`config.mk`:
```
export PLATFORM = sky130hd
export DESIGN_NAME = tw_rl_queue
export DESIGN_NICKNAME = d
export VERILOG_FILES = /design/src/design/tw_rl_pkg.sv /design/src/design/tw_rl_queue.sv
export SDC_FILE = /design/constraint.sdc
export NUM_CORES = 1
export LEC_CHECK = 0
export BUFFER_PORTS_ARGS = -buffer_cell sky130_fd_sc_hd__buf_4
export CAP_MARGIN = 20
export CELL_PAD_IN_SITES_DETAIL_PLACEMENT = 2
export CELL_PAD_IN_SITES_GLOBAL_PLACEMENT = 2
export CORE_MARGIN = 2
export CORE_UTILIZATION = 38
export DETAILED_ROUTE_END_ITERATION = 12
export PLACE_DENSITY_LB_ADDON = 0.1
export SYNTH_ARGS = -nofsm -noshare
export SYNTH_HDL_FRONTEND = slang
export SYNTH_SLANG_ARGS = --single-unit
```
`constraint.sdc`:
```
create_clock -name clk -period 6.3 [get_ports clk]
set_clock_uncertainty 0.2 [all_clocks]
set_input_delay 1.26 -clock clk [delete_from_list [all_inputs] [get_ports clk]]
set_output_delay 1.26 -clock clk [all_outputs]
set_load 0.02 [all_outputs]
```
`src/design/tw_rl_pkg.sv`:
```
`default_nettype none
package tw_rl_pkg;
  localparam int unsigned MIN_INTERVAL = 60;
  localparam int unsigned IVL_W = 20;
  localparam int unsigned MAXR_W = 24;
  localparam int unsigned SENDERS = 1024;
  localparam int unsigned COUNT_WIDTH = 24;
  localparam logic [0:0] CFG_INTERVAL = 1'd0;
  localparam logic [0:0] CFG_MAX_RCPT = 1'd1;

  // one classified item in the queue between front and back
  typedef struct packed {
    logic        has_sender;
    logic [15:0] sender_id;
    logic [15:0] recipient_count;
    logic [31:0] epoch;
  } job_t;
endpackage
`default_nettype wire

```
`src/design/tw_rl_queue.sv`:
```
`default_nettype none
module tw_rl_queue (
  input  wire logic       clk,
  input  wire logic       rst_n,
  input  wire logic       push,
  input  tw_rl_pkg::job_t push_data,
  output logic            full,
  input  wire logic       pop,
  output logic            not_empty,
  output tw_rl_pkg::job_t pop_data
);
  tw_rl_pkg::job_t slot_r [2];
  logic       wp_r, rp_r;
  logic [1:0] cnt_r;

  assign full = (cnt_r == 2'd2);
  assign not_empty = (cnt_r != 2'd0);
  assign pop_data = slot_r[rp_r];

  always_ff @(posedge clk) begin
    if (!rst_n) begin
      wp_r <= 1'b0;
      rp_r <= 1'b0;
      cnt_r <= 2'd0;
    end else begin
      if (push) wp_r <= ~wp_r;
      if (pop) rp_r <= ~rp_r;
      cnt_r <= 2'(cnt_r + 2'(push) - 2'(pop));
    end
    if (push) slot_r[wp_r] <= push_data;
  end
endmodule
`default_nettype wire

```
After elaboration in Yosys (flattened, before gate mapping)

Memories as Yosys holds them, arrays and structs flattened. A register that Yosys moved wholly into a read port is not among the register bits.
Cells that the tools add are included.

Flip-flop bits (word level): 4
Memory bits (writable): 130
Input bits: 69
Output and inout bits: 67
Logic and storage cells: 14
Memories: 1

$add $sub $neg: 2
Eq/ne operators: 1
Mux-type cells: 4
Bitwise gates (word level): 2
Reductions and logical operators: 1

Memory list:

| memory | depth | bits a word | read ports | clocked after Yosys merged registers in | wr ports | line              | text |
|---|---|---|---|---|---|---|---|
| slot_r | 2     | 65          | 1          | 1                                       | 1        | tw_rl_queue.sv:12 | `tw_rl_pkg::job_t slot_r [2];` |

Operators with widths:

| cell                                  | number |
|---|---|
| two-way mux 1 bit                     | 4 |
| adder 2 x 1 -> 2 bit                  | 1 |
| == test 2 bit (second input constant) | 1 |
| inverter 1 bit                        | 2 |
| nonzero test 2 bit                    | 1 |
| subtractor 2 x 1 -> 2 bit             | 1 |

Depth between registers and ports, before layout

Depth in word-level cells: 3
Gate-level depth with buffers: 6
Depth with buffers taken out: 6

Worst setup path after synthesis

Ideal clock, no wire load.

Path type: input -> register
From: input port push
To: memory slot_r[0][0] (netlist bit) (enable)
Library setup time: 0.497 ns
Data arrival time: 4.148 ns
Data required time: 5.603 ns
Setup slack: 1.455 ns
Cell stages on the path: 1
Path buffers: 0
Cells stage by stage: nor2b_1

Longest elaborated chain between the ends: 2

Ends and longest elaborated chain:

| element                                 | line              | text |
|---|---|---|
| start, declared                         | tw_rl_queue.sv:5  | `input wire logic push,` |
| two-way mux 1 bit                       | tw_rl_queue.sv:30 | `if (push) slot_r[wp_r] <= push_data;` |
| two-way mux 1 bit (implied by the code) | tw_rl_queue.sv:30 |  |
| end, declared                           | tw_rl_queue.sv:12 |  |

Every way passes these cells.

==> metrics list <==
- Number of global-route vias before repair: 2898
- HPWL Detailed: 7.16 mm
- Count of inserted antenna diode cells: 0
- Detailed routing inserted a total of 2561 vias.
- Critical path endpoint category: output pin
- The number of hold-slack violations in the final timing report was 0.
- Starting density of the core: 0.388
- Net total in the final layout: 443
- Total standard cell area after synthesis: 0.00512 mm²
* Root buffer selected by CTS: clkbuf_16
- After clock tree synthesis, the clock-pin slew on the worst setup and hold paths is 0.05 ns.
* Number of antenna violations at the first check in global routing: 0
- The library cell used most frequently in the layout, excluding fill and tap cells, is buf_4.
- Setup violations remaining at the end of the flow were counted as 0.
* Insertion delay of the later-clocked pin in the worst-skew pair: 0.41 ns
* Combinational power share: 0.126
- Max Cap Viol: 0
- The synthesized design spends more area on one cell type than any other, namely edfxtp_1.
- The routed design has 10.8 mm of wire.
- Measured along the y axis, the die boundary spans 120 µm.
- Total iterations of the first detailed-routing run: 4
- Share of the synthesized area in the top cell type: 0.762
* Number of instances in the synthesized netlist: 223
* Setup slack of the worst register-to-register path: 4.11 ns
- Cts-stage hold buffer count: 0
* Worst path arrival time: 2.34 ns
- Count of warnings emitted by yosys: 0
* Worst Tran Pin Value: 0.934 ns
- CTS built an H-tree with a depth of 4.
- Net Sw Frac: 0.217
- Sort of element at the start of the critical path: flip-flop
- Area growth, synth to finish: 35.3%
* Required time of the critical path: 4.84 ns
- Clock Sinks: 135
- Row cnt: 42
* Pre-CTS setup slack: 2.88 ns
- Maximum clock insertion buffer count: 2
- For this run, design rule violations remaining after detail routing come to 0.
- Boundary pin count: 136
- Post-CTS setup buffer count: 0
- The die is 120 µm wide.
* Sum of met2 wire segment lengths after detailed routing: 5.69 mm
* Leakage power summed over all cells: 2.73 nW
* Maximum operating frequency: 263 MHz
- Across the VDD grid, the largest voltage drop is 0.215 mV.
- Worst Hold Slack: 0.396 ns
* Iteration-0 DRC count of the detailed router: 107
- Mean instance size in the synthesized netlist: 23.0 µm²
* Final worst path period share: 0.604
* Pin count of the biggest net entering global routing: 66
- Met3 layer wire length in the routed design: 605 µm
- Classification of the worst setup path: reg -> out
- Summed over all failing endpoints, the final setup total negative slack is 0 ns.
- Relative contribution of sequential cells to total power: 0.446
* Die ar.: 0.0144 mm²
- In this run the power density over the cells is 344 mW/mm².
- Antenna violation net count after detailed routing: 0
- The worst hold path belongs to the class reg -> reg.
- Final Worst Setup Slack: 2.50 ns
- The worst pin sits at a relative slew slack of 0.377.
- Total of buffers placed on input and output ports: 135
- Psw: 0.000518 W
* Leading cell types in the layout, fill and taps excluded: buf_4, edfxtp_1, mux2_4
* Last weighted congestion value of the routability-driven placer: 0.658
- Cell internal power was estimated by the tool at 0.00187 W.
- For this run, the total global-route usage over all layers was measured as 0.160.
- Proportion of power drawn by the clock network: 0.427
- Synth area leaders: edfxtp_1, mux2_4, mux2_2
- Core Region: 0.0132 mm²
- Vias per cell: 4.57
- RSZ-0062 raised after global routing: no
- Unique masters post-synth: 14
* DRT met1 WL: 4.37 mm
- Once layout is done, the placed cells without fillers occupy 0.00693 mm².
- The highest metal layer carrying signal wires in the routed design is met4.
- TritonCTS built the clock tree.
- Subtracting the final worst setup slack from the clock period gives 3.80 ns.
* Net count after synthesis: 294
- The run finished with clean final reports.
- The count of final max-slew check failures is 0.
* Proportion of layout cells with a drive suffix above 1: 0.613
- Global-route wire length before repair: 16.4 mm
- FF+latch count, synth: 135
- Post-synthesis sequential area ratio: 0.781
- Max Fanout on Critical Path: 36
- PostCTS Resize Cnt: 0
* Placed standard-cell area: 0.00631 mm²
* Detailed-route wire length per cell: 19.3 µm
- In this run, CTS created clock tree buffers numbering 17.
- Summed over all layers, the global routing overflow is 0.
[synthesized netlist by cell type, drive strengths merged]
library cell / count
edfxtp: 130
buf: 7
inv: 2
mux2: 65
ha: 2
and2: 4
nor2b: 4
xor2: 1
or2: 1
xnor3: 1
o21a: 1
dfxtp: 5
[metal layers]
| layer | up-vias | global-route usage |
|---|---|---|
| li1 | 1175 | - |
| met1 | 1293 | 0.183 |
| met2 | 80 | 0.272 |
| met3 | 13 | 0.0627 |
| met4 | 0 | 0.0551 |
| met5 | - | 0 |
[cell type report]
cell class,instances,area (µm²)
sequential,135,4010
inverter,2,7.51
multi-input combinational,79,1050
timing repair buffer,137,1030
tap,176,220
fill,1146,6260
clock buffer,23,498
clock inverter,9,121
[worst max-delay path, stage by stage (launching register included)]
cell and delay, ns:
dfxtp_4 0.70, buf_4 0.63, mux2_2 0.41, buf_4 0.16
[final timing paths]
| check | to | start | cells past startpoint |
|---|---|---|---|
| worst max-delay path | pop_data[10] | flip-flop | 3 |
| worst min-delay path | flip-flop | rp_r | 2 |
| worst max register to register | slot_r[0][15] | wp_r | 2 |
| worst min register to register | flip-flop | rp_r | 2 |
[registers in the layout (all words and copies together), names as in the netlist, named ones only]
name,flops
wp_r,1
slot_r,130
cnt_r,2
rp_r,1
[stage by stage]
step | util | instances | power, W
2_1_floorplan | - | 223 | 0.00126
3_3_place_gp | 0.479 | 529 | 0.00138
3_5_place_dp | 0.479 | 529 | 0.00139
4_1_cts | 0.526 | 561 | 0.00242
5_1_grt | 0.526 | 561 | 0.00247
6_report | 0.526 | 561 | 0.00239
[cell families (layout without fill, tap and decap cells)]
family          after synthesis  count (layout)  share of synthesized area
mux                          65              65                      0.179
simple gates                  9               9                     0.0110
flops                       135             135                      0.781
xor+xnor                      2               2                    0.00611
compound gates                1               1                    0.00147
buf+inv                       9             171                     0.0156
fa+ha+maj                     2               2                    0.00488
[power groups by stage]
stage | registers, W | logic [W] | clock network, W
after floorplan | 0.00107 | 0.000190 | 0
after global placement | 0.00108 | 0.000299 | 0
after detailed placement | 0.00108 | 0.000307 | 0
after CTS | 0.00107 | 0.000309 | 0.00104
after global routing | 0.00107 | 0.000322 | 0.00108
final | 0.00107 | 0.000302 | 0.00102
Power figures use the tool's default switching activity.
