File: src/design/tw_rl_pkg.sv
`default_nettype none
package tw_rl_pkg;
  localparam int unsigned MIN_INTERVAL = 60;
  localparam int unsigned IVL_W = 20;
  localparam int unsigned MAXR_W = 24;
  localparam int unsigned SENDERS = 1024;
  localparam int unsigned COUNT_WIDTH = 24;
  localparam logic [0:0] CFG_INTERVAL = 1'd0;
  localparam logic [0:0] CFG_MAX_RCPT = 1'd1;

  // one classified item in the queue between front and back
  typedef struct packed {
    logic        has_sender;
    logic [15:0] sender_id;
    logic [15:0] recipient_count;
    logic [31:0] epoch;
  } job_t;
endpackage
`default_nettype wire

File: src/design/tw_rl_if.sv
`default_nettype none
interface tw_rl_in_if (input wire logic clk);
  logic        valid;
  logic        ready;
  logic        has_sender;
  logic [9:0]  sender_id;
  logic [15:0] recipient_count;
  logic [31:0] now_seconds;
  modport source (output valid, has_sender, sender_id, recipient_count, now_seconds,
                  input ready);
  modport sink (input valid, has_sender, sender_id, recipient_count, now_seconds,
                output ready);
endinterface

`default_nettype wire

File: src/design/tw_rl_front.sv
`default_nettype none
// accepts items and, for items with a sender, divides time by the half interval, one quotient bit a cycle
module tw_rl_front (
  input  wire logic                clk,
  input  wire logic                rst_n,
  tw_rl_in_if.sink                 in_ch,
  input  wire logic [19:0]         interval_r,
  input  wire logic                q_full,
  output logic                     q_push,
  output tw_rl_pkg::job_t          q_data
);
  localparam logic [1:0] ST_IDLE = 2'd0;
  localparam logic [1:0] ST_DIV  = 2'd1;
  localparam logic [1:0] ST_PUSH = 2'd2;

  logic [1:0]  state_r, state_nxt;
  logic [5:0]  bit_r, bit_nxt;
  logic [31:0] quo_r, quo_nxt;
  logic [19:0] rem_r, rem_nxt;
  logic [19:0] half_r;
  logic        has_r;
  logic [9:0]  id_r;
  logic [15:0] rc_r;
  logic [20:0] trial;
  logic [19:0] ivl;

  assign ivl = (interval_r < 20'(tw_rl_pkg::MIN_INTERVAL)) ?
               20'(tw_rl_pkg::MIN_INTERVAL) : interval_r;
  assign in_ch.ready = (state_r == ST_IDLE);
  assign trial = {rem_r, quo_r[31]};

  always_comb begin
    state_nxt = state_r;
    bit_nxt = bit_r;
    quo_nxt = quo_r;
    rem_nxt = rem_r;
    q_push = 1'b0;
    case (state_r)
      ST_IDLE: begin
        if (in_ch.valid) begin
          state_nxt = in_ch.has_sender ? ST_DIV : ST_PUSH;
          bit_nxt = 6'd0;
          quo_nxt = in_ch.now_seconds;
          rem_nxt = '0;
        end
      end
      ST_DIV: begin
        // restoring step: dividend shifts out of quo_r as quotient bits shift in
        if (trial >= {1'b0, half_r}) begin
          rem_nxt = 20'(trial - {1'b0, half_r});
          quo_nxt = {quo_r[30:0], 1'b1};
        end else begin
          rem_nxt = trial[19:0];
          quo_nxt = {quo_r[30:0], 1'b0};
        end
        bit_nxt = bit_r + 6'd1;
        if (bit_r == 6'd31) state_nxt = ST_PUSH;
      end
      ST_PUSH: begin
        if (!q_full) begin
          q_push = 1'b1;
          state_nxt = ST_IDLE;
        end
      end
      default: state_nxt = ST_IDLE;
    endcase
  end

  always_comb begin
    q_data.has_sender = has_r;
    q_data.sender_id = 16'(id_r);
    q_data.recipient_count = rc_r;
    q_data.epoch = quo_r;
  end

  always_ff @(posedge clk) begin
    if (!rst_n) begin
      state_r <= ST_IDLE;
    end else begin
      state_r <= state_nxt;
    end
    bit_r <= bit_nxt;
    quo_r <= quo_nxt;
    rem_r <= rem_nxt;
    if (in_ch.valid && in_ch.ready) begin
      has_r <= in_ch.has_sender;
      id_r <= in_ch.sender_id;
      rc_r <= in_ch.recipient_count;
      half_r <= {1'b0, ivl[19:1]};
    end
  end
endmodule
`default_nettype wire

File: src/flat_wrapper.sv
// flat-port wrapper written by rule: the top's interface ports become plain ports
module tw_rl_front_flat 
  (clk, rst_n, interval_r, q_full, q_push, q_data, in_ch_valid, in_ch_has_sender, in_ch_sender_id, in_ch_recipient_count, in_ch_now_seconds, in_ch_ready);
  tw_rl_in_if in_ch_i (.clk(clk));
  input  wire logic clk;
  input  wire logic rst_n;
  input  wire logic [19:0] interval_r;
  input  wire logic q_full;
  output logic q_push;
  output tw_rl_pkg::job_t q_data;
  input wire logic [$bits(in_ch_i.valid)-1:0] in_ch_valid;
  input wire logic [$bits(in_ch_i.has_sender)-1:0] in_ch_has_sender;
  input wire logic [$bits(in_ch_i.sender_id)-1:0] in_ch_sender_id;
  input wire logic [$bits(in_ch_i.recipient_count)-1:0] in_ch_recipient_count;
  input wire logic [$bits(in_ch_i.now_seconds)-1:0] in_ch_now_seconds;
  output wire logic [$bits(in_ch_i.ready)-1:0] in_ch_ready;
  assign in_ch_i.valid = in_ch_valid;
  assign in_ch_i.has_sender = in_ch_has_sender;
  assign in_ch_i.sender_id = in_ch_sender_id;
  assign in_ch_i.recipient_count = in_ch_recipient_count;
  assign in_ch_i.now_seconds = in_ch_now_seconds;
  assign in_ch_ready = in_ch_i.ready;
  tw_rl_front u_core (.clk(clk), .rst_n(rst_n), .in_ch(in_ch_i), .interval_r(interval_r), .q_full(q_full), .q_push(q_push), .q_data(q_data));
endmodule
File: config.mk
export PLATFORM = sky130hd
export DESIGN_NAME = tw_rl_front_flat
export DESIGN_NICKNAME = d
export VERILOG_FILES = /design/src/design/tw_rl_pkg.sv /design/src/design/tw_rl_if.sv /design/src/design/tw_rl_front.sv /design/src/flat_wrapper.sv
export SDC_FILE = /design/constraint.sdc
export NUM_CORES = 1
export LEC_CHECK = 0
export CORE_ASPECT_RATIO = 0.9
export CORE_MARGIN = 1.5
export CORE_UTILIZATION = 53
export CTS_CLUSTER_DIAMETER = 50
export CTS_CLUSTER_SIZE = 20
export DETAILED_ROUTE_END_ITERATION = 7
export DONT_BUFFER_PORTS = 1
export PLACE_DENSITY = 0.71
export SETUP_SLACK_MARGIN = 0.5
export SYNTH_ARGS = -nofsm -noshare
export SYNTH_HDL_FRONTEND = slang
export SYNTH_SLANG_ARGS = --single-unit
File: constraint.sdc
create_clock -name clk -period 10.4 [get_ports clk]
set_input_delay 1.04 -clock clk [delete_from_list [all_inputs] [get_ports clk]]
set_output_delay 1.04 -clock clk [all_outputs]
set_load 0.005 [all_outputs]
### Yosys cells after proc, flatten, opt, wreduce, memory -nomap -nowiden

Index checks and enable logic that the tools add are counted.

| operators by class | value |
|---|---|
| $add $sub $neg | 2 |
| order comparisons | 2 |
| eq/ne operators | 6 |
| multiplexer cells | 15 |
| reduce and logical (&&, ||, !) cells | 5 |

Operator list:

| operator | count |
|---|---|
| one-hot mux 32 bit (2 select lines) | 1 |
| 2-to-1 mux 20 bit | 2 |
| one-hot mux 20 bit (2 select lines) | 1 |
| 2-to-1 mux 32 bit | 1 |
| greater-or-equal comparator 21 x 19 -> 1 bit | 1 |
| < comparator 20 x 6 -> 1 bit, second input constant | 1 |
| subtractor 20 x 19 -> 20 bit | 1 |
| one-hot mux 6 bit (2 select lines) | 1 |
| 2-to-1 mux 2 bit | 4 |
| adder 6 x 1 -> 6 bit, second input constant | 1 |
| == test 6 x 5 -> 1 bit, second input constant | 1 |
| 2-to-1 mux 6 bit | 1 |
| one-hot mux 2 bit (3 select lines) | 1 |
| != test 2 bit, second input constant | 2 |
| 2-to-1 mux 1 bit | 3 |
| AND reduction 3 bit | 1 |
| == test 2 x 1 -> 1 bit, second input constant | 1 |
| == test 2 bit, second input constant | 1 |
| logical NOT 2 bit | 1 |
| != test 2 x 1 -> 1 bit, second input constant | 1 |
| AND reduction 2 bit | 1 |
| nonzero test 2 bit | 1 |
| logical AND 1 bit | 1 |

| word-level totals | value |
|---|---|
| flip-flop bits (word level) | 106 |
| input port bits | 83 |
| logic and storage cells | 38 |

### Logic depth before layout (Yosys ltp)

Gate-level depths: netlist of the first run.

| logic depth | value |
|---|---|
| depth after elaboration | 3 |
| gate-level depth with buffers | 11 |
| mapped depth without buffers | 11 |

### Worst setup path before layout of the first run

OpenSTA, ideal clock, no wires.

| timing | value |
|---|---|
| path kind | in2reg |
| start | input in_ch_valid |
| end | register u_core.bit_r[0] (enable) |
| library setup time | 0.475 ns |
| arrival time | 3.514 ns |
| data required time | 9.925 ns |
| setup slack | 6.412 ns |
| stages | 2 |
| buffers on the path | 0 |
| path through | nor2_1 -> nor2_1 |

| between the ends | value |
|---|---|
| longest elaborated chain between the ends | 2 |

RTL lines:

| item | RTL line | text |
|---|---|---|
| from (decl) | flat_wrapper.sv:11 | `input wire logic [$bits(in_ch_i.valid)-1:0] in_ch_valid;` |
| != test 2 bit (no source line) | -- |  |
| AND reduction 2 bit (no source line) | -- |  |
| to (signal assigned) | tw_rl_front.sv:82 | `bit_r <= bit_nxt;` |
| to (decl) | tw_rl_front.sv:17 | `logic [5:0] bit_r, bit_nxt;` |

Every way passes these cells.
A chain may end at the register's enable or synchronous reset.

### Final worst setup path of the first run

| timing | value |
|---|---|
| start | register u_core.rem_r[0] |
| end | register u_core.rem_r[6], data pin |

| between the ends | value |
|---|---|
| longest elaborated chain between the ends | 3 |

RTL lines:

| item | RTL line | text |
|---|---|---|
| from (decl) | tw_rl_front.sv:19 | `logic [19:0] rem_r, rem_nxt;` |
| from (signal assigned) | tw_rl_front.sv:84 | `rem_r <= rem_nxt;` |
| subtractor 20 x 19 -> 20 bit or greater-or-equal comparator 21 x 19 -> 1 bit (tied branches) | tw_rl_front.sv:50, tw_rl_front.sv:49 |  |
| 2-to-1 mux 20 bit * | tw_rl_front.sv:49 | `if (trial >= {1'b0, half_r}) begin` |
| one-hot mux 20 bit (2 select lines) * | tw_rl_front.sv:38 | `case (state_r)` |

Mark *: on every way between the ends. The rest lies on a longest branch, timed or not.

==> impl_metrics.env, run 1 <==
export IMPL_critPathMaxStageDelay_ns=0.45
export IMPL_p_total_w=0.00106
export IMPL_cts_sinks=106
export IMPL_utilization_pct=57.3
export IMPL_die_h_um=97.7
export IMPL_p_switching_w=0.000313
export IMPL_critical_path_max_fanout=15
export IMPL_port_buffers=0
export IMPL_p_clk_share_pct=27.7
export IMPL_drc_errors=0
export IMPL_path_class="flip-flop to flip-flop"
export IMPL_yosys_top_cells_area="edfxtp_1 59%, nand2_1 7.9%, ha_1 4.7%"
export IMPL_max_slew_margin_pct=31.4
export IMPL_cts_resized=0
export IMPL_cts_inserted_buffers=9
export IMPL_power_density_nw_per_um2=191
export IMPL_synth_area_per_cell_um2=11.1
export IMPL_grt_overflow=0
export IMPL_instances_no_fill=590
export IMPL_internal_power_w=0.000750
export IMPL_start_util_pct=54.5
export IMPL_finalSetupViolations=0
export IMPL_tns_ns=0
export IMPL_yosysUniqueCellTypes=52
export IMPL_area_growth_pct=5.21
export IMPL_layout_drive_gt1_share_pct=6.90
export IMPL_ctsRootBufferMaster="clkbuf_8"
export IMPL_first_pass_iters=4
export IMPL_antenna_cells=0
export IMPL_synth_top_area_share_pct=59.1
export IMPL_critPathBufInv=1
export IMPL_drt_iter0_drc=314
export IMPL_hold_path_class="flip-flop to flip-flop"
export IMPL_pin_count=150
export IMPL_antenna_found_initial=0
export IMPL_arrival_ns=3.14
export IMPL_period_share_pct=29.2
export IMPL_cpMaxStageDelayCell="edfxtp_1"
export IMPL_grt_pass1_vias=3267
export IMPL_cts_tree="yes"
export IMPL_synthCells=475
export IMPL_critPathLaunchType="flip-flop"
export IMPL_num_rows=34
export IMPL_dpl_cell_area_um2=5330
export IMPL_post_cts_buffers=0
export IMPL_ys_seq_elements=106
export IMPL_drt_vias_per_instance=5.63
export IMPL_wl_mm=10.3
export IMPL_tightest_slew_ns=1.03
export IMPL_post_synth_top_count_cell="nand2_1"
export IMPL_crit_family="compound AO/OA/AOI/OAI gates"
export IMPL_pwr_share_comb_pct=20.1
export IMPL_grt_use_total_pct=20.0
export IMPL_grt_max_degree=59
export IMPL_cts_clk_slew_worst_paths_ns=0.11
export IMPL_insertion_delay_ns=0.38
export IMPL_p_seq_share_pct=52.3
export IMPL_core_area_um2=9700
export IMPL_cp_cell_sequence="ha_1 -> nor2b_4 -> o21ba_4 -> o211a_4 -> a21o_4 -> a21oi_2 -> buf_4 -> mux2i_1 -> nor2_1"
export IMPL_synth_area_um2=5290
export IMPL_endpoint_kind="flip-flop"
export IMPL_fin_skew_ns=0.0211
export IMPL_ys_seq_area_share_pct=59.8
export IMPL_leakagePower_nw=2.20
export IMPL_ant_nets=0
export IMPL_synth_common_cells="111 x nand2_1, 104 x edfxtp_1, 28 x nor2_1"
export IMPL_max_vdd_ir_drop_mv=0.133
export IMPL_route_detailed_wl_per_inst_um=17.4
export IMPL_report_final_slew_viol_count=0
export IMPL_die_area_um2=10600
export IMPL_dpl_hpwl_mm=7.19
export IMPL_synthFlopType="edfxtp_1"
export IMPL_crit_required_ns=10.50
export IMPL_h_tree_depth=3
export IMPL_dpl_cell_count=574
export IMPL_async_flop_share_pct=0
export IMPL_grt_pass1_wl_mm=16.2
export IMPL_sw_frac_of_total_pct=29.4
export IMPL_drv_cap=0
export IMPL_synth_edf_count=104
export IMPL_nets=563
export IMPL_clk_path_buf_depth=2
export IMPL_rsz0062_at_grt="false"
export IMPL_status="finished clean"
export IMPL_gp_congestion=0.924
export IMPL_finalHoldViolations=0
export IMPL_fin_area_um2=5560
export IMPL_fp_dieW_um=108
export IMPL_fmax_ghz=0.329
export IMPL_period_minus_slack_ns=3.04
export IMPL_yosysTopAreaCell="edfxtp_1"
export IMPL_postCtsHoldBufs=0
export IMPL_synth_warnings=0
export IMPL_dr_total_vias=3320
## tightest hold or removal path: cells and delay by family (launching register included)
family           cells  cell delay, ns
DFF                  1            0.38
and+or+nand+nor      2            0.11
## power by group through the flow
stage	Combinational, W	Sequential (W)	Clock [W]
6_report	0.000213	0.000556	0.000294
2_1_floorplan	0.000175	0.000558	0
5_1_grt	0.000238	0.000561	0.000314
3_3_place_gp	0.000205	0.000565	0
3_5_place_dp	0.000212	0.000565	0
4_1_cts	0.000213	0.000557	0.000298
## registers in the layout, summed over array words and instances (netlist names)
name	count
u_core.quo_r	32
u_core.bit_r	6
u_core.has_r	1
u_core.rc_r	16
u_core.id_r	10
u_core.state_r	2
u_core.rem_r	20
u_core.half_r	19
## stage by stage
stage | hold WS, ns | worst slack [ns]
floorplan | 0.536 | 6.41
global placement | 0.554 | 7.43
detailed placement | 0.555 | 7.37
CTS | 0.581 | 7.34
global route | 0.602 | 7.16
finish | 0.575 | 7.36
## cells in the final DEF (no fill, tap or decap), types with 8 or more instances in the layout
master,Yosys,final
edfxtp_1,104,104
nand3_1,10,10
ha_1,20,20
nor2_1,28,27
a21oi_1,20,20
clkbuf_8,0,9
o21ai_0,16,16
xor2_1,8,8
mux2i_1,14,14
nand2_1,111,111
xnor2_1,11,11
inv_1,23,23
## routing by layer
layer | track usage, % | vias up | wire length (µm)
li1 | - | 1609 | -
met1 | 27.1 | 1561 | 4540
met2 | 31.4 | 135 | 4890
met3 | 4.34 | 15 | 686
met4 | 8.50 | 0 | 172
met5 | 0 | - | 0
## logic make-up (layout without fill, tap and decap cells)
logic type	Yosys count	count (layout)	share of synthesized area [%]
muxes	14	14	2.65
buffers and inverters	58	42	4.80
DFF	106	106	59.8
and+or+nand+nor	189	189	15.7
AOI/OAI and AO/OA	67	67	8.64
xor gates and xnor gates	19	19	3.15
other	1	6	0.0709
adders and majority gates	21	21	5.11
## worst paths after layout
kind | cells after the start | startpoint | endpoint | slack (ns)
setup / recovery | 9 | u_core.rem_r[0]$_SDFFCE_PN0P_ | u_core.rem_r[6]$_SDFFCE_PN0P_ | 7.36
hold / removal | 2 | u_core.quo_r[22]$_DFFE_PP_ | u_core.quo_r[23]$_DFFE_PP_ | 0.58
setup reg to reg | 9 | u_core.rem_r[0]$_SDFFCE_PN0P_ | u_core.rem_r[6]$_SDFFCE_PN0P_ | 7.36
hold reg to reg | 2 | u_core.quo_r[22]$_DFFE_PP_ | u_core.quo_r[23]$_DFFE_PP_ | 0.58
## area by class of cell
type / instances / area [µm²]
sequential: 106 / 3160
clock inverter: 7 / 106
tap: 126 / 158
fill: 810 / 4140
multi-input combinational: 316 / 1900
clock buffer: 9 / 124
timing repair buffer: 3 / 22.5
inverter: 23 / 86.3
No activity file was read; power rests on OpenSTA's default activity.
==> run 2, diff against run 1 <==
PLACE_DENSITY = 0.74   (was 0.71)
clock period = 2.7 ns   (was 10.4 ns; I/O delays follow)
==> run 2 against run 1 <==
Compared with the run above: combinational power grew to 5.3 times the previous value; first-iteration DRC count fell by 45%; largest power group unchanged; core utilization rose by 9.0 points; final cell count up 12%; sequential cell count unchanged; non-clock buffer count increased by 69; clock power rose to 3.3 times the previous value; clock skew down 0.0081 ns; critical path depth rose by 2; global-route usage up 1.6 points.
==> impl_metrics.env, run 2 (synthesis results as in run 1) <==
export IMPL_worstHoldStart="in_ch_has_sender"
export IMPL_crit_required_ns=2.84
export IMPL_start_util_pct=54.5
export IMPL_grt_max_degree=48
export IMPL_cp_cell_sequence="inv_2 -> ha_4 -> buf_4 -> nor2b_4 -> o21ba_4 -> o211a_4 -> a21o_4 -> a21oi_4 -> buf_6 -> mux2i_1 -> nor2_1"
export IMPL_p_total_w=0.00423
export IMPL_path_class="flip-flop to flip-flop"
export IMPL_arrival_ns=2.58
export IMPL_dpl_cell_area_um2=5430
export IMPL_first_pass_iters=4
export IMPL_cts_sinks=106
export IMPL_ctsRootBufferMaster="clkbuf_8"
export IMPL_die_h_um=97.7
export IMPL_fill_cells=725
export IMPL_met1_usage_pct=28.5
export IMPL_nets=632
export IMPL_leakagePower_nw=2.52
export IMPL_period_minus_slack_ns=2.44
export IMPL_r2r_end="u_core.rem_r[10]$_SDFFCE_PN0P_"
export IMPL_dpl_hpwl_mm=7.20
export IMPL_layout_commonest_cell="nand2_1"
export IMPL_clk_path_buf_depth=2
export IMPL_use_met2_pct=35.2
export IMPL_core_area_um2=9700
export IMPL_top_regs="u_core.quo_r (32), u_core.rem_r (20), u_core.half_r (19)"
export IMPL_tns_ns=0
export IMPL_ff2ff_path_depth=11
export IMPL_largest_register_ffs=32
export IMPL_tightest_slew_ns=0.666
export IMPL_finalSetupViolations=0
export IMPL_hold_ws_ns=0.0422
export IMPL_whs_path_depth=2
export IMPL_fmax_ghz=0.410
export IMPL_route_detailed_wl_per_inst_um=17.1
export IMPL_critical_path_max_fanout=8
export IMPL_die_area_um2=10600
export IMPL_ant_nets=0
export IMPL_drv_cap=0
export IMPL_drt_iter0_drc=172
export IMPL_cts_tree="yes"
export IMPL_area_growth_pct=21.7
export IMPL_multi_input_area_um2=2170
export IMPL_whs_endpoint="u_core.state_r[0]$_SDFFE_PN0P_"
export IMPL_h_tree_depth=3
export IMPL_fin_area_um2=6430
export IMPL_insertion_delay_ns=0.37
export IMPL_endpoint_kind="flip-flop"
export IMPL_port_buffers=0
export IMPL_antenna_cells=0
export IMPL_pin_count=150
export IMPL_cpMaxStageDelayCell="edfxtp_1"
export IMPL_max_vdd_ir_drop_mv=0.443
export IMPL_grt_use_total_pct=21.7
export IMPL_fin_skew_ns=0.0130
export IMPL_cts_clk_slew_worst_paths_ns=0.11
export IMPL_grt_pass1_wl_mm=17.9
export IMPL_power_density_nw_per_um2=657
export IMPL_critPathMaxStageDelay_ns=0.45
export IMPL_fp_dieW_um=108
export IMPL_rsz0062_at_grt="true"
export IMPL_use_met3_pct=5.67
export IMPL_report_final_slew_viol_count=0
export IMPL_layout_drive_gt1_share_pct=18.8
export IMPL_antenna_found_initial=0
export IMPL_dr_total_vias=3653
export IMPL_mostFrequentLayoutCells="107 x nand2_1, 104 x edfxtp_1, 41 x dlygate4sd3_1"
export IMPL_cts_inserted_buffers=9
export IMPL_drc_errors=0
export IMPL_gp_congestion=0.881
export IMPL_max_slew_margin_pct=55.6
export IMPL_busiest_layer="met2"
export IMPL_wl_mm=11.3
export IMPL_drt_vias_per_instance=5.54
export IMPL_worstReg2RegStart="u_core.quo_r[31]$_DFFE_PP_"
export IMPL_utilization_pct=66.3
export IMPL_finalHoldViolations=0
export IMPL_r2r_setup_slack_ns=0.26
export IMPL_status="finished clean"
export IMPL_period_share_pct=90.3
export IMPL_hold_path_class="primary input to flip-flop"
export IMPL_seq_area_um2=3160
export IMPL_largest_register="u_core.quo_r"
export IMPL_grt_overflow=0
export IMPL_critPathLaunchType="flip-flop"
export IMPL_grt_pass1_vias=3702
export IMPL_num_rows=34
run 2: cell types whose count changed in the layout (fill, tap and decap cells not counted), moves of 4 or more:
cell	before	now
buf_4	3	26
buf_6	0	5
dlygate4sd3_1	0	41
ha_1	20	6
ha_2	0	4
ha_4	0	10
nand2_1	111	107
o21ai_0	16	8
o21ai_1	1	6
run 2: layer usage:
metal / share of wire, % / vias up
met4: 1.7 / 0
met3: 6.6 / 17
met2: 49 / 143
li1: - / 1749
met5: 0 / -
met1: 43 / 1744
run 2: per-stage QoR:
| step | std cells | worst slack, ns |
|---|---|---|
| 6_report | 659 | 0.262 |
| 5_1_grt | 659 | 0.122 |
| 3_3_place_gp | 581 | 0.150 |
| 4_1_cts | 654 | 0.252 |
| 2_1_floorplan | 480 | 0.346 |
| 3_5_place_dp | 581 | 0.107 |
run 2: final cells by class:
class	instances	share of cell area, %
Sequential cell	106	49.2
Multi-Input combinational cell	316	33.8
Tap cell	126	2.45
Timing Repair Buffer	72	10.3
Inverter	23	1.34
Clock inverter	7	1.07
Clock buffer	9	1.93
run 2: worst max-delay path: cells and delay by family, from the launching register on:
family                     cells  cell delay [ns]
AOI/OAI and AO/OA              4             0.91
adders and majority gates      1             0.13
buffers and inverters          3             0.42
DFF                            1             0.45
muxes                          1             0.20
and+or+nand+nor                2             0.10
run 2: power breakdown:
part / switching, W / internal (W) / leakage, nW / total [W]
Clock: 0.000597 / 0.000360 / 0.0964 / 0.000957
Sequential: 0.000116 / 0.00203 / 1.04 / 0.00215
Combinational: 0.000602 / 0.000523 / 1.39 / 0.00113
Total: 0.00131 / 0.00291 / 2.52 / 0.00423
run 2: how the worst max path moves through the flow:
stage / startpoint / endpoint / cells past startpoint
3_5_place_dp: u_core.rem_r[9]$_SDFFCE_PN0P_ / u_core.rem_r[19]$_SDFFCE_PN0P_ / 8
2_1_floorplan: u_core.rem_r[0]$_SDFFCE_PN0P_ / u_core.rem_r[9]$_SDFFCE_PN0P_ / 9
5_1_grt: u_core.quo_r[31]$_DFFE_PP_ / u_core.rem_r[16]$_SDFFCE_PN0P_ / 11
4_1_cts: u_core.quo_r[31]$_DFFE_PP_ / u_core.rem_r[12]$_SDFFCE_PN0P_ / 11
6_report: u_core.quo_r[31]$_DFFE_PP_ / u_core.rem_r[10]$_SDFFCE_PN0P_ / 11
3_3_place_gp: u_core.rem_r[9]$_SDFFCE_PN0P_ / u_core.rem_r[19]$_SDFFCE_PN0P_ / 8
run 2: what timing repair did:
action | in CTS | in global routing
gates cloned | 0 | 0
hold buffers | 41 | 0
endpoints found under the setup margin | 21 | 21
pin swaps | 19 | 15
endpoints found under the hold margin | 41 | 0
setup buffers | 16 | 5
resized for setup | 36 | 16
==> run 3, diff against run 2 <==
PLACE_DENSITY = 0.71   (was 0.74)
RECOVER_POWER = 50   (was not set)
==> run 3 against run 2 <==
Compared with the run above: first-iteration DRC count is 40% higher; via count is 0.38% higher; count of clock-buffer cells in the layout is 1 higher; worst hold slack gained 0.0017 ns; critical endpoint unchanged; largest cell class unchanged; largest power group unchanged; highest routed layer unchanged.
==> impl_metrics.env, run 3 (synthesis results as in run 1) <==
export IMPL_die_h_um=97.7
export IMPL_hold_ws_ns=0.0439
export IMPL_grt_pass1_wl_mm=17.6
export IMPL_arrival_ns=2.55
export IMPL_worstHoldStart="rst_n"
export IMPL_top_regs="u_core.quo_r (32), u_core.rem_r (20), u_core.half_r (19)"
export IMPL_grt_pass1_vias=3672
export IMPL_grt_use_total_pct=21.6
export IMPL_dr_total_vias=3667
export IMPL_cpMaxStageDelayCell="edfxtp_1"
export IMPL_start_util_pct=54.5
export IMPL_place_ws_ns=0.0554
export IMPL_max_vdd_ir_drop_mv=0.404
export IMPL_critPathLaunchType="flip-flop"
export IMPL_fin_skew_ns=0.0102
export IMPL_drt_vias_per_instance=5.56
export IMPL_r2r_end="u_core.rem_r[10]$_SDFFCE_PN0P_"
export IMPL_first_pass_iters=6
export IMPL_r2r_setup_slack_ns=0.27
export IMPL_cp_cell_sequence="inv_2 -> ha_4 -> nor2b_4 -> o21ba_4 -> o211a_4 -> a21o_4 -> a21oi_4 -> buf_6 -> mux2i_1 -> nor2_1"
export IMPL_path_class="flip-flop to flip-flop"
export IMPL_whs_endpoint="u_core.state_r[0]$_SDFFE_PN0P_"
export IMPL_insertion_delay_ns=0.37
export IMPL_die_area_um2=10600
export IMPL_layout_drive_gt1_share_pct=18.6
export IMPL_period_minus_slack_ns=2.43
export IMPL_period_share_pct=90.1
export IMPL_largest_register="u_core.quo_r"
export IMPL_finalSetupViolations=0
export IMPL_cts_tree="yes"
export IMPL_nets=632
export IMPL_power_density_nw_per_um2=659
export IMPL_gp_congestion=0.899
export IMPL_dpl_cell_count=583
export IMPL_antenna_found_initial=0
export IMPL_ff2ff_path_depth=10
export IMPL_largest_register_ffs=32
export IMPL_dpl_cell_area_um2=5460
export IMPL_layout_commonest_cell="nand2_1"
export IMPL_clk_path_buf_depth=2
export IMPL_core_area_um2=9700
export IMPL_h_tree_depth=3
export IMPL_pin_count=150
export IMPL_antenna_cells=0
export IMPL_instances_no_fill=659
export IMPL_grt_max_degree=59
export IMPL_drt_iter0_drc=241
export IMPL_status="finished clean"
export IMPL_final_setup_worst_slack_ns=0.266
export IMPL_whs_path_depth=1
export IMPL_hold_path_class="primary input to flip-flop"
export IMPL_fin_area_um2=6460
export IMPL_area_growth_pct=22.2
export IMPL_cts_inserted_buffers=9
export IMPL_crit_required_ns=2.81
export IMPL_dpl_hpwl_mm=7.09
export IMPL_leakagePower_nw=2.51
export IMPL_critical_path_max_fanout=7
export IMPL_grt_overflow=0
export IMPL_finalHoldViolations=0
export IMPL_fp_dieW_um=108
export IMPL_cts_sinks=106
export IMPL_port_buffers=0
export IMPL_num_rows=34
export IMPL_drv_cap=0
export IMPL_tightest_slew_ns=1.48
export IMPL_critPathMaxStageDelay_ns=0.39
export IMPL_worstReg2RegStart="u_core.half_r[1]$_SDFFCE_PN1P_"
export IMPL_fmax_ghz=0.411
export IMPL_mostFrequentLayoutCells="108 x nand2_1, 104 x edfxtp_1, 41 x dlygate4sd3_1"
export IMPL_report_final_slew_viol_count=0
export IMPL_rsz0062_at_grt="true"
export IMPL_wl_mm=11.6
export IMPL_ctsRootBufferMaster="clkbuf_8"
export IMPL_endpoint_kind="flip-flop"
export IMPL_route_detailed_wl_per_inst_um=17.6
export IMPL_cts_clk_slew_worst_paths_ns=0.11
export IMPL_tns_ns=0
export IMPL_max_slew_margin_pct=1.35
export IMPL_ant_nets=0
export IMPL_drc_errors=0
[run 3: metal layers]
metal / GRT usage, % / vias to the layer above / part of all wire, % / routed length, µm
met5: 0 / - / 0 / 0
met4: 6.68 / 0 / 1.5 / 173
met3: 5.81 / 16 / 7.0 / 812
met2: 36.7 / 151 / 50 / 5810
met1: 27.1 / 1750 / 41 / 4780
li1: - / 1750 / - / -
[run 3: critical path: cells and delay by family, from the launching register on]
| family | cells | cell delay [ns] |
|---|---|---|
| buf+inv | 2 | 0.29 |
| simple gates | 2 | 0.18 |
| compound gates | 4 | 0.90 |
| fa+ha+maj | 1 | 0.21 |
| mux | 1 | 0.21 |
| flops | 1 | 0.39 |
[run 3: power by group]
part	switching, W	internal, W	total (W)
Combinational	0.000601	0.000525	0.00113
Clock	0.000585	0.000389	0.000974
Sequential	0.000120	0.00204	0.00216
Total	0.00131	0.00295	0.00426
[run 3: how the worst max path moves through the flow]
stage / from / to / slack, ns / depth (start not counted)
floorplan: u_core.rem_r[0]$_SDFFCE_PN0P_ / u_core.rem_r[9]$_SDFFCE_PN0P_ / 0.35 / 9
global placement: u_core.rem_r[0]$_SDFFCE_PN0P_ / u_core.rem_r[9]$_SDFFCE_PN0P_ / 0.11 / 9
detailed placement: u_core.rem_r[0]$_SDFFCE_PN0P_ / u_core.rem_r[10]$_SDFFCE_PN0P_ / 0.06 / 9
CTS: u_core.quo_r[31]$_DFFE_PP_ / u_core.rem_r[12]$_SDFFCE_PN0P_ / 0.22 / 11
global route: u_core.quo_r[31]$_DFFE_PP_ / u_core.rem_r[16]$_SDFFCE_PN0P_ / 0.18 / 11
finish: u_core.half_r[1]$_SDFFCE_PN1P_ / u_core.rem_r[10]$_SDFFCE_PN0P_ / 0.27 / 10
[run 3: stage by stage]
stage               util, %  total power, W
finish                 66.6         0.00426
global route           66.6         0.00445
CTS                    66.2         0.00423
detailed placement     56.3         0.00305
global placement       56.3         0.00302
floorplan                 -         0.00285
[run 3: area by class of cell]
class / count / area (µm²)
fillers: 697 / 3240
flip-flops and latches: 106 / 3160
multi-input cells: 316 / 2200
repair buffers: 72 / 656
well taps: 126 / 158
clock buffers: 10 / 138
inverters: 23 / 86.3
clock inverters: 6 / 63.8
[run 3: repair_timing]
item                                    in CTS  in global routing
hold endpoints to repair                    41                  0
endpoints found under the setup margin      21                 21
pin swaps                                   23                 10
hold buffers                                41                  0
gates resized for setup                     43                  9
setup buffers                               16                  3
